### src/sv/fumb_pkg.sv
package fumb_pkg;

    // Byte that closes the character list of one glyph
    localparam logic [7:0] GLYPH_SEP = 8'hFF;

    // Field widths
    localparam int unsigned BYTE_W    = 8;
    localparam int unsigned CODE_W    = 16;
    localparam int unsigned GLYPH_W   = 16;
    localparam int unsigned PENDING_W = 2;

    // Continuation bytes still expected after each kind of lead
    localparam logic [PENDING_W-1:0] PEND_NONE  = 2'd0;
    localparam logic [PENDING_W-1:0] PEND_ONE   = 2'd1;
    localparam logic [PENDING_W-1:0] PEND_TWO   = 2'd2;
    localparam logic [PENDING_W-1:0] PEND_THREE = 2'd3;

    // One decoded table write, with a flag saying whether the byte produced one
    typedef struct packed {
        logic               emit;
        logic [CODE_W-1:0]  code_point;
        logic [GLYPH_W-1:0] glyph_index;
    } map_word_t;

endpackage

### src/sv/fumb_if.sv
interface fumb_byte_if;
    logic                          valid;
    logic                          ready;
    logic [fumb_pkg::BYTE_W-1:0]   in_byte;

    modport source (output valid, output in_byte, input ready);
    modport sink   (input valid, input in_byte, output ready);
endinterface

interface fumb_map_if;
    logic                          valid;
    logic                          ready;
    logic [fumb_pkg::CODE_W-1:0]   code_point;
    logic [fumb_pkg::GLYPH_W-1:0]  glyph_index;

    modport source (output valid, output code_point, output glyph_index, input ready);
    modport sink   (input valid, input code_point, input glyph_index, output ready);
endinterface

### src/sv/fumb_decoder.sv
module fumb_decoder (
    input  logic                                clk,
    input  logic                                rst_n,
    input  logic                                step,
    input  logic [fumb_pkg::BYTE_W-1:0]         in_byte,
    output fumb_pkg::map_word_t                 result
);

    logic [fumb_pkg::GLYPH_W-1:0]   glyph_count_reg;
    logic [fumb_pkg::GLYPH_W-1:0]   glyph_count_next;
    logic [fumb_pkg::CODE_W-1:0]    partial_code_reg;
    logic [fumb_pkg::CODE_W-1:0]    partial_code_next;
    logic [fumb_pkg::PENDING_W-1:0] bytes_pending_reg;
    logic [fumb_pkg::PENDING_W-1:0] bytes_pending_next;

    // Decode one byte against the current sequence state
    always_comb
    begin
        glyph_count_next   = glyph_count_reg;
        partial_code_next  = partial_code_reg;
        bytes_pending_next = bytes_pending_reg;
        result.emit        = 1'b0;
        result.code_point  = partial_code_reg;
        result.glyph_index = glyph_count_reg;

        if (bytes_pending_reg != fumb_pkg::PEND_NONE)
        begin
            // Shift in six payload bits; top two bits of the byte are ignored
            partial_code_next  = {partial_code_reg[fumb_pkg::CODE_W-7:0], in_byte[5:0]};
            bytes_pending_next = bytes_pending_reg - fumb_pkg::PEND_ONE;
            result.code_point  = partial_code_next;
            result.emit        = (bytes_pending_reg == fumb_pkg::PEND_ONE);
        end
        else if (in_byte == fumb_pkg::GLYPH_SEP)
        begin
            glyph_count_next = glyph_count_reg + 1'b1;
        end
        else if (!in_byte[7])
        begin
            result.emit       = 1'b1;
            result.code_point = {{(fumb_pkg::CODE_W-fumb_pkg::BYTE_W){1'b0}}, in_byte};
        end
        else if (!in_byte[5])
        begin
            partial_code_next  = {{(fumb_pkg::CODE_W-5){1'b0}}, in_byte[4:0]};
            bytes_pending_next = fumb_pkg::PEND_ONE;
        end
        else if (!in_byte[4])
        begin
            partial_code_next  = {{(fumb_pkg::CODE_W-4){1'b0}}, in_byte[3:0]};
            bytes_pending_next = fumb_pkg::PEND_TWO;
        end
        else if (!in_byte[3])
        begin
            partial_code_next  = {{(fumb_pkg::CODE_W-3){1'b0}}, in_byte[2:0]};
            bytes_pending_next = fumb_pkg::PEND_THREE;
        end
        else
        begin
            // Over-long lead: stands for code zero at once
            result.emit       = 1'b1;
            result.code_point = '0;
        end
    end

    // Advance sequence state only when the byte is consumed
    always_ff @(posedge clk or negedge rst_n)
    begin
        if (!rst_n)
        begin
            glyph_count_reg   <= '0;
            partial_code_reg  <= '0;
            bytes_pending_reg <= fumb_pkg::PEND_NONE;
        end
        else if (step)
        begin
            glyph_count_reg   <= glyph_count_next;
            partial_code_reg  <= partial_code_next;
            bytes_pending_reg <= bytes_pending_next;
        end
    end

endmodule

### src/sv/fumb_out_reg.sv
module fumb_out_reg (
    input  logic                clk,
    input  logic                rst_n,
    input  logic                load,
    input  fumb_pkg::map_word_t result,
    output logic                free,
    fumb_map_if.source          map
);

    logic                         valid_reg;
    logic [fumb_pkg::CODE_W-1:0]  code_point_reg;
    logic [fumb_pkg::GLYPH_W-1:0] glyph_index_reg;

    // Room for a new word when empty or when the held word leaves this cycle
    assign free = !valid_reg || map.ready;

    // Hold the result word until the receiver takes it
    always_ff @(posedge clk or negedge rst_n)
    begin
        if (!rst_n)
        begin
            valid_reg <= 1'b0;
        end
        else if (free)
        begin
            valid_reg <= load && result.emit;
        end
    end

    always_ff @(posedge clk)
    begin
        if (free && load && result.emit)
        begin
            code_point_reg  <= result.code_point;
            glyph_index_reg <= result.glyph_index;
        end
    end

    assign map.valid       = valid_reg;
    assign map.code_point  = code_point_reg;
    assign map.glyph_index = glyph_index_reg;

endmodule

### src/sv/font_unicode_map_builder_top.sv
// Unicode table decoder for bitmap fonts.
// The bytes channel takes one raw byte of the font's unicode table per word.
// The map channel gives one table write per completed character: the code
// point (low 16 bits) and the glyph number it belongs to.
// Byte 0xFF outside a sequence moves on to the next glyph and gives no word;
// lead and continuation bytes of a multi-byte character give no word until
// the last one arrives.
// Throughput: one byte per cycle while the map receiver does not stall, set by
// the single decode step between the input register and the result register.
// A byte in the input register is decoded when the result register has room,
// and its word is then held there and offered on the map channel.
// Reset clears the glyph counter, the partial code and the pending count,
// and empties both registers.
// When the receiver stalls, the held word stays put; the byte in the input
// register waits, and the bytes channel stays ready only while that
// register is empty.
module font_unicode_map_builder_top (
    input  logic        clk,
    input  logic        rst_n,
    fumb_byte_if.sink   bytes,
    fumb_map_if.source  map
);

    logic                        in_valid_reg;
    logic [fumb_pkg::BYTE_W-1:0] in_byte_reg;
    logic                        out_free;
    logic                        advance;
    fumb_pkg::map_word_t         result;

    // Decode the held byte when the result register can take its word
    assign advance     = in_valid_reg && out_free;
    assign bytes.ready = !in_valid_reg || advance;

    // Input register
    always_ff @(posedge clk or negedge rst_n)
    begin
        if (!rst_n)
        begin
            in_valid_reg <= 1'b0;
        end
        else if (bytes.ready)
        begin
            in_valid_reg <= bytes.valid;
        end
    end

    always_ff @(posedge clk)
    begin
        if (bytes.ready && bytes.valid)
        begin
            in_byte_reg <= bytes.in_byte;
        end
    end

    fumb_decoder u_decoder (
        .clk     (clk),
        .rst_n   (rst_n),
        .step    (advance),
        .in_byte (in_byte_reg),
        .result  (result)
    );

    fumb_out_reg u_out_reg (
        .clk    (clk),
        .rst_n  (rst_n),
        .load   (advance),
        .result (result),
        .free   (out_free),
        .map    (map)
    );

endmodule

### src/flat_wrapper.sv
// flat-port wrapper written by rule: the top's interface ports become plain ports
module font_unicode_map_builder_top_flat 
  (clk, rst_n, bytes_valid, bytes_in_byte, bytes_ready, map_valid, map_code_point, map_glyph_index, map_ready);
  fumb_byte_if bytes_i ();
  fumb_map_if map_i ();
  input  logic clk;
  input  logic rst_n;
  input wire logic [$bits(bytes_i.valid)-1:0] bytes_valid;
  input wire logic [$bits(bytes_i.in_byte)-1:0] bytes_in_byte;
  output wire logic [$bits(bytes_i.ready)-1:0] bytes_ready;
  output wire logic [$bits(map_i.valid)-1:0] map_valid;
  output wire logic [$bits(map_i.code_point)-1:0] map_code_point;
  output wire logic [$bits(map_i.glyph_index)-1:0] map_glyph_index;
  input wire logic [$bits(map_i.ready)-1:0] map_ready;
  assign bytes_i.valid = bytes_valid;
  assign bytes_i.in_byte = bytes_in_byte;
  assign bytes_ready = bytes_i.ready;
  assign map_valid = map_i.valid;
  assign map_code_point = map_i.code_point;
  assign map_glyph_index = map_i.glyph_index;
  assign map_i.ready = map_ready;
  font_unicode_map_builder_top u_core (.clk(clk), .rst_n(rst_n), .bytes(bytes_i), .map(map_i));
endmodule
### config.mk
export PLATFORM = sky130hd
export DESIGN_NAME = font_unicode_map_builder_top_flat
export DESIGN_NICKNAME = d
export VERILOG_FILES = /design/src/sv/fumb_pkg.sv /design/src/sv/fumb_if.sv /design/src/sv/fumb_decoder.sv /design/src/sv/fumb_out_reg.sv /design/src/sv/font_unicode_map_builder_top.sv /design/src/flat_wrapper.sv
export SDC_FILE = /design/constraint.sdc
export NUM_CORES = 1
export LEC_CHECK = 0
export BUFFER_PORTS_ARGS = -buffer_cell sky130_fd_sc_hd__buf_2
export CORE_MARGIN = 4
export CORE_UTILIZATION = 55
export DETAILED_ROUTE_END_ITERATION = 10
export PLACE_DENSITY = 0.79
export SETUP_SLACK_MARGIN = 0.4
export SYNTH_ARGS = -nofsm -noshare
export SYNTH_HDL_FRONTEND = slang
export SYNTH_SLANG_ARGS = --single-unit
### constraint.sdc
create_clock -name clk -period 3.8 [get_ports clk]
set_clock_uncertainty 0.2 [all_clocks]
set_input_delay 0.38 -clock clk [delete_from_list [all_inputs] [get_ports clk]]
set_output_delay 0.38 -clock clk [all_outputs]
set_load 0.03 [all_outputs]
# After elaboration in Yosys (flattened, before gate mapping)
# Cells that the tools add are included.
[word_totals] in_bits=12 out_inout_bits=34 word_cells=46 register_bits=76
[classes] addsub=2 n_eq_ne=4 muxes=18 n_reduce_logical=13 n_bitwise=1
[op_table] operator="2-to-1 mux 17 bit" n=6
[op_table] operator="2-to-1 mux 16 bit" n=6
[op_table] operator="adder 16 x 1 -> 16 bit (second input constant)" n=1
[op_table] operator="2-to-1 mux 2 bit" n=6
[op_table] operator="== test 8 bit (second input constant)" n=1
[op_table] operator="logical AND 1 bit" n=5
[op_table] operator="!= test 4 bit (second input constant)" n=1
[op_table] operator="AND reduction 4 bit" n=1
[op_table] operator="nonzero test 2 bit" n=2
[op_table] operator="AND reduction 3 bit" n=1
[op_table] operator="== test 2 x 1 -> 1 bit (second input constant)" n=1
[op_table] operator="logical NOT 1 bit" n=2
[op_table] operator="logical OR 1 bit" n=2
[op_table] operator="!= test 2 bit (second input constant)" n=1
[op_table] operator="subtractor 2 x 1 -> 2 bit (second input constant)" n=1
[op_table] operator="NOT 1 bit" n=1

# Logic depth before layout (Yosys ltp)
[depth] ltp_word=7 ltp_mapped=6 depth_no_buf=5

# Hierarchy
# From an unflattened synthesis, not the netlist that was laid out.
[unflattened] cells_unflattened=198 area_unflattened_um2=3074.2
[modules_own_cells] module="fumb_decoder" n_inst=1 area_per_inst_um2=1752.9 cells_each=148 seq_area_each_um2=850.8
[modules_own_cells] module="fumb_out_reg" n_inst=1 area_per_inst_um2=1021.0 cells_each=37 seq_area_each_um2=985.9
[modules_own_cells] module="font_unicode_map_builder_top" n_inst=1 area_per_inst_um2=300.3 cells_each=13 seq_area_each_um2=265.3

# Worst setup path before layout
# OpenSTA, ideal clock, no wires.
[synth_timing] path_type="register -> register" startpoint="reg u_core.in_byte_reg[2] (netlist name)" endpoint="reg u_core.u_out_reg.code_point_reg (netlist bit u_core.u_out_reg.map.code_point[0]), enable pin" setup_slack_ns=0.784 t_required_ns=3.175 synth_period_minus_slack_ns=3.016 n_path_buf=0 t_arrival_ns=2.392 path_stages_with_launch=5 setup_ns=0.425 cell_sequence="edfxtp_1 and4_1 nand2b_1 a21oi_1 nor2b_1"
[synth_between] elab_chain_cells=4
[synth_lines] element="start: declaration" line_no="font_unicode_map_builder_top.sv:25" source="logic [fumb_pkg::BYTE_W-1:0] in_byte_reg;"
[synth_lines] element="start signal: assignment" line_no="font_unicode_map_builder_top.sv:51" source="in_byte_reg <= bytes.in_byte;"
[synth_lines] element="== test 8 bit" line_no="fumb_decoder.sv:34" source="else if (in_byte == fumb_pkg::GLYPH_SEP)"
[synth_lines] element="2-to-1 mux 17 bit" line_no="fumb_decoder.sv:34"
[synth_lines] element="2-to-1 mux 17 bit" line_no="fumb_decoder.sv:26" source="if (bytes_pending_reg != fumb_pkg::PEND_NONE)"
[synth_lines] element="logical AND 1 bit" line_no="fumb_out_reg.sv:32" source="if (free && load && result.emit)"
[synth_lines] element="end signal: assignment" line_no="fumb_out_reg.sv:34" source="code_point_reg <= result.code_point;"
[synth_lines] element="end: declaration" line_no="fumb_out_reg.sv:11" source="logic [fumb_pkg::CODE_W-1:0] code_point_reg;"
# Every way passes these cells.
# A chain may end at the register's enable or synchronous reset.

# Worst setup path in the final report
[layout_timing] startpoint="reg u_core.in_byte_reg[1] (netlist name)" endpoint="reg u_core.u_out_reg.glyph_index_reg (netlist bit u_core.u_out_reg.map.glyph_index[11]), enable pin"
[layout_between] elab_chain_cells=4
[layout_lines] element="== test 8 bit" line_no="fumb_decoder.sv:34"
[layout_lines] element="2-to-1 mux 17 bit" line_no="fumb_decoder.sv:34"
[layout_lines] element="2-to-1 mux 17 bit" line_no="fumb_decoder.sv:26"
[layout_lines] element="logical AND 1 bit" line_no="fumb_out_reg.sv:32"
[layout_lines] element="end signal: assignment" line_no="fumb_out_reg.sv:35" source="glyph_index_reg <= result.glyph_index;"
[layout_lines] element="end: declaration" line_no="fumb_out_reg.sv:12" source="logic [fumb_pkg::GLYPH_W-1:0] glyph_index_reg;"
# Every way passes these cells.

==> flow_summary.json <==
{
  "comb_power_share": 0.284,
  "clk_pin_slew_ns": 0.08,
  "synth_xor_xnor_area_share": 0.0444,
  "hold_ws_ns": 0.0200,
  "core-area_mm2": 0.00517,
  "internal_power_uw": 1630,
  "setup_violations": 0,
  "fin_area_mm2": 0.00349,
  "cp_top_family": "simple AND/OR/NAND/NOR gates",
  "grt_max_degree": 37,
  "swShare": 0.340,
  "drt_iter0_drc": 155,
  "start_kind": "flip-flop",
  "grt_use_met1": 0.247,
  "gr-total-overflow": 0,
  "muxShareOfSynthArea": 0.0228,
  "cts_setup_buffers": 0,
  "ys_ff_latch": 76,
  "track_usage": 0.181,
  "layout-drive-gt1-share": 0.260,
  "tightest_slew_ns": 1.06,
  "timing.final.crit_share": 0.654,
  "cp_data_required_time_ns": 3.61,
  "hold_viol": 0,
  "max_freq_mhz": 402,
  "via_per_inst": 5.46,
  "numClockSinks": 76,
  "synth_top_family_by_area": "simple AND/OR/NAND/NOR gates",
  "synth_cell_types": 34,
  "synthToLayoutAreaGrowth_pct": 18.1,
  "dpl_cell_area_mm2": 0.00325,
  "gr-usage-met3": 0.0377,
  "r2r_setup_slack_ns": 1.31,
  "nNetsFinal": 270,
  "stdcell_count": 332,
  "synth_cells": 200,
  "peakVddDrop_mv": 0.308,
  "setup_ws_ns": 1.31,
  "syn-num-nets": 213,
  "finalCriticalPeriod_ns": 2.49,
  "postSynthAreaPerCell_um2": 14.8,
  "ioPinCount": 46,
  "crit_path_end_kind": "flip-flop",
  "ys_seq_area_frac": 0.711,
  "grt_pass1_wl_mm": 8.64,
  "crit_chain": "and4_1 -> nand2b_1 -> a21oi_1 -> nor2b_2 -> buf_4",
  "busiest_layer": "met2",
  "wl_per_cell_um": 15.7,
  "floorplan.rows": 26,
  "vias": 1814,
  "dieArea_mm2": 0.00662,
  "h-tree-depth": 3,
  "drtPass1Iterations": 4,
  "die_w_um": 81.3,
  "max-cap-violations": 0,
  "synth_fa_ha_area_frac": 0.00423,
  "portBuffers": 45,
  "critical_path_buf_inv_count": 1,
  "grt_util_met2": 0.268,
  "synthSimpleGateAreaFrac": 0.104,
  "insertion_delay_ns": 0.34,
  "cpPeakStageDelay_ns": 0.46,
  "synth-compound-area-share": 0.0986,
  "path_max_fanout": 24,
  "crit_slowest_cell": "nor2b_2",
  "seqPwrFrac": 0.498,
  "hp-class": "in -> reg",
  "placedCellCount": 309,
  "clock_path_buffers": 2,
  "synth_area_mm2": 0.00296,
  "dp_slack_ns": 1.33,
  "die_h_um": 81.3,
  "total_leakage_power_uw": 0.00153,
  "first_global_vias": 1734,
  "synth_top_cells_by_area": "edfxtp_1 (41%), dfrtp_1 (30%), a22o_1 (7.7%)",
  "drc": 0,
  "yosysWarnings": 0,
  "status": "finished, final reports clean",
  "synth_top_area_frac": 0.406,
  "rsz0062_at_grt": "no",
  "antenna_left": 0,
  "crit_arrival_ns": 2.30,
  "hpwlAfterDp_mm": 3.46,
  "maxSlewHeadroom": 0.293,
  "drv_slew": 0,
  "antenna_found_initial": 0,
  "wl_mm": 5.22,
  "pwr-share-clk": 0.217,
  "totalNegativeSetupSlack_ns": 0,
  "p_switching_uw": 843,
  "worstSetupPathType": "reg -> reg",
  "diodes": 0,
  "cts_root_buf": "clkbuf_8",
  "initial_core_util": 0.572,
  "synth_top_cell_by_area": "edfxtp_1",
  "finalWeightedCongestion": 0.840,
  "power_density_mw_per_mm2": 709,
  "numCtsBuffers": 9,
  "cts_tree": "yes"
}
## placed cells by master, fill, tap and decap left out, types with 3 or more instances in the layout
| master | count |
|---|---|
| buf_2 | 45 |
| edfxtp_1 | 40 |
| dfrtp_1 | 36 |
| a22o_1 | 26 |
| xor2_1 | 13 |
| clkbuf_8 | 11 |
| nand2_1 | 9 |
| nor3_1 | 9 |
| dlygate4sd3_1 | 7 |
| nand3_1 | 6 |
| mux2_2 | 6 |
| nor2_1 | 5 |
| nor2b_1 | 4 |
| inv_1 | 4 |
| nand4_1 | 4 |
| and4_1 | 3 |
| nand2b_1 | 3 |
| clkbuf_1 | 3 |
## logic make-up after synthesis
| kind of cell | count (synthesis) |
|---|---|
| DFF | 76 |
| and+or+nand+nor | 55 |
| AOI/OAI and AO/OA | 36 |
| xor gates and xnor gates | 15 |
| buffers and inverters | 11 |
| muxes | 6 |
| adders and majority gates | 1 |
## synthesized netlist by cell type
cell	count
nor4_1	2
a21boi_0	1
and3_1	2
clkbuf_1	4
nand4_1	4
nor3b_1	1
inv_1	4
nand2b_1	3
a31oi_1	2
o21ai_0	2
xor2_1	13
xnor2_1	2
nand2_1	9
nand3_1	6
or2_2	2
mux2_2	6
a21o_1	1
and2_1	1
ha_1	1
o31ai_1	1
or4_1	1
nor2b_1	5
buf_2	2
o41ai_1	1
a21oi_1	2
buf_1	1
nor3_1	9
dfrtp_1	36
edfxtp_1	40
nor2_1	5
and4bb_1	1
a22o_1	26
and4_1	3
or3b_1	1
## stage by stage
stage / power, uW / util
6_report: 2480 / 0.676
5_1_grt: 2620 / 0.676
4_1_cts: 2490 / 0.666
3_5_place_dp: 1950 / 0.629
3_3_place_gp: 1930 / 0.629
2_1_floorplan: 1760 / -
## what timing repair did
action / in CTS / in global routing
gates resized for setup: 0 / 0
hold buffers: 2 / 5
hold endpoints to repair: 37 / 5
## power groups by stage
stage	clock [uW]	sequential (uW)	combinational [uW]
5_1_grt	594	1260	768
2_1_floorplan	0	1430	332
6_report	539	1230	704
3_5_place_dp	0	1250	703
3_3_place_gp	0	1250	680
4_1_cts	549	1230	708
## path summary, 6_finish.rpt
path | start | end | cells after the start
setup / recovery | u_core.in_byte_reg[1] | u_core.u_out_reg.map.glyph_index[11] | 5
hold / removal | bytes_in_byte[6] | u_core.in_byte_reg[6] | 1
setup reg to reg | u_core.in_byte_reg[1] | u_core.u_out_reg.map.glyph_index[11] | 5
hold reg to reg | u_core.u_decoder.glyph_count_reg[15] | u_core.u_decoder.glyph_count_reg[15] | 1
max in group asynchronous | rst_n | u_core.u_decoder.glyph_count_reg[11] | 2
min in group asynchronous | rst_n | u_core.u_decoder.partial_code_reg[2] | 2
## area by class of cell
type,count,area [um2]
Inverter,4,15.0
Sequential cell,76,2100
Clock inverter,2,10.0
Timing Repair Buffer,53,303
Fill cell,374,1680
Multi-Input combinational cell,113,815
Tap cell,70,87.6
Clock buffer,14,163
## layer usage
metal / routed length, um / vias to the layer above
li1: - / 869
met1: 2280 / 883
met2: 2530 / 52
met3: 288 / 10
met4: 114 / 0
met5: 0 / -
Power figures use the tool's default switching activity.
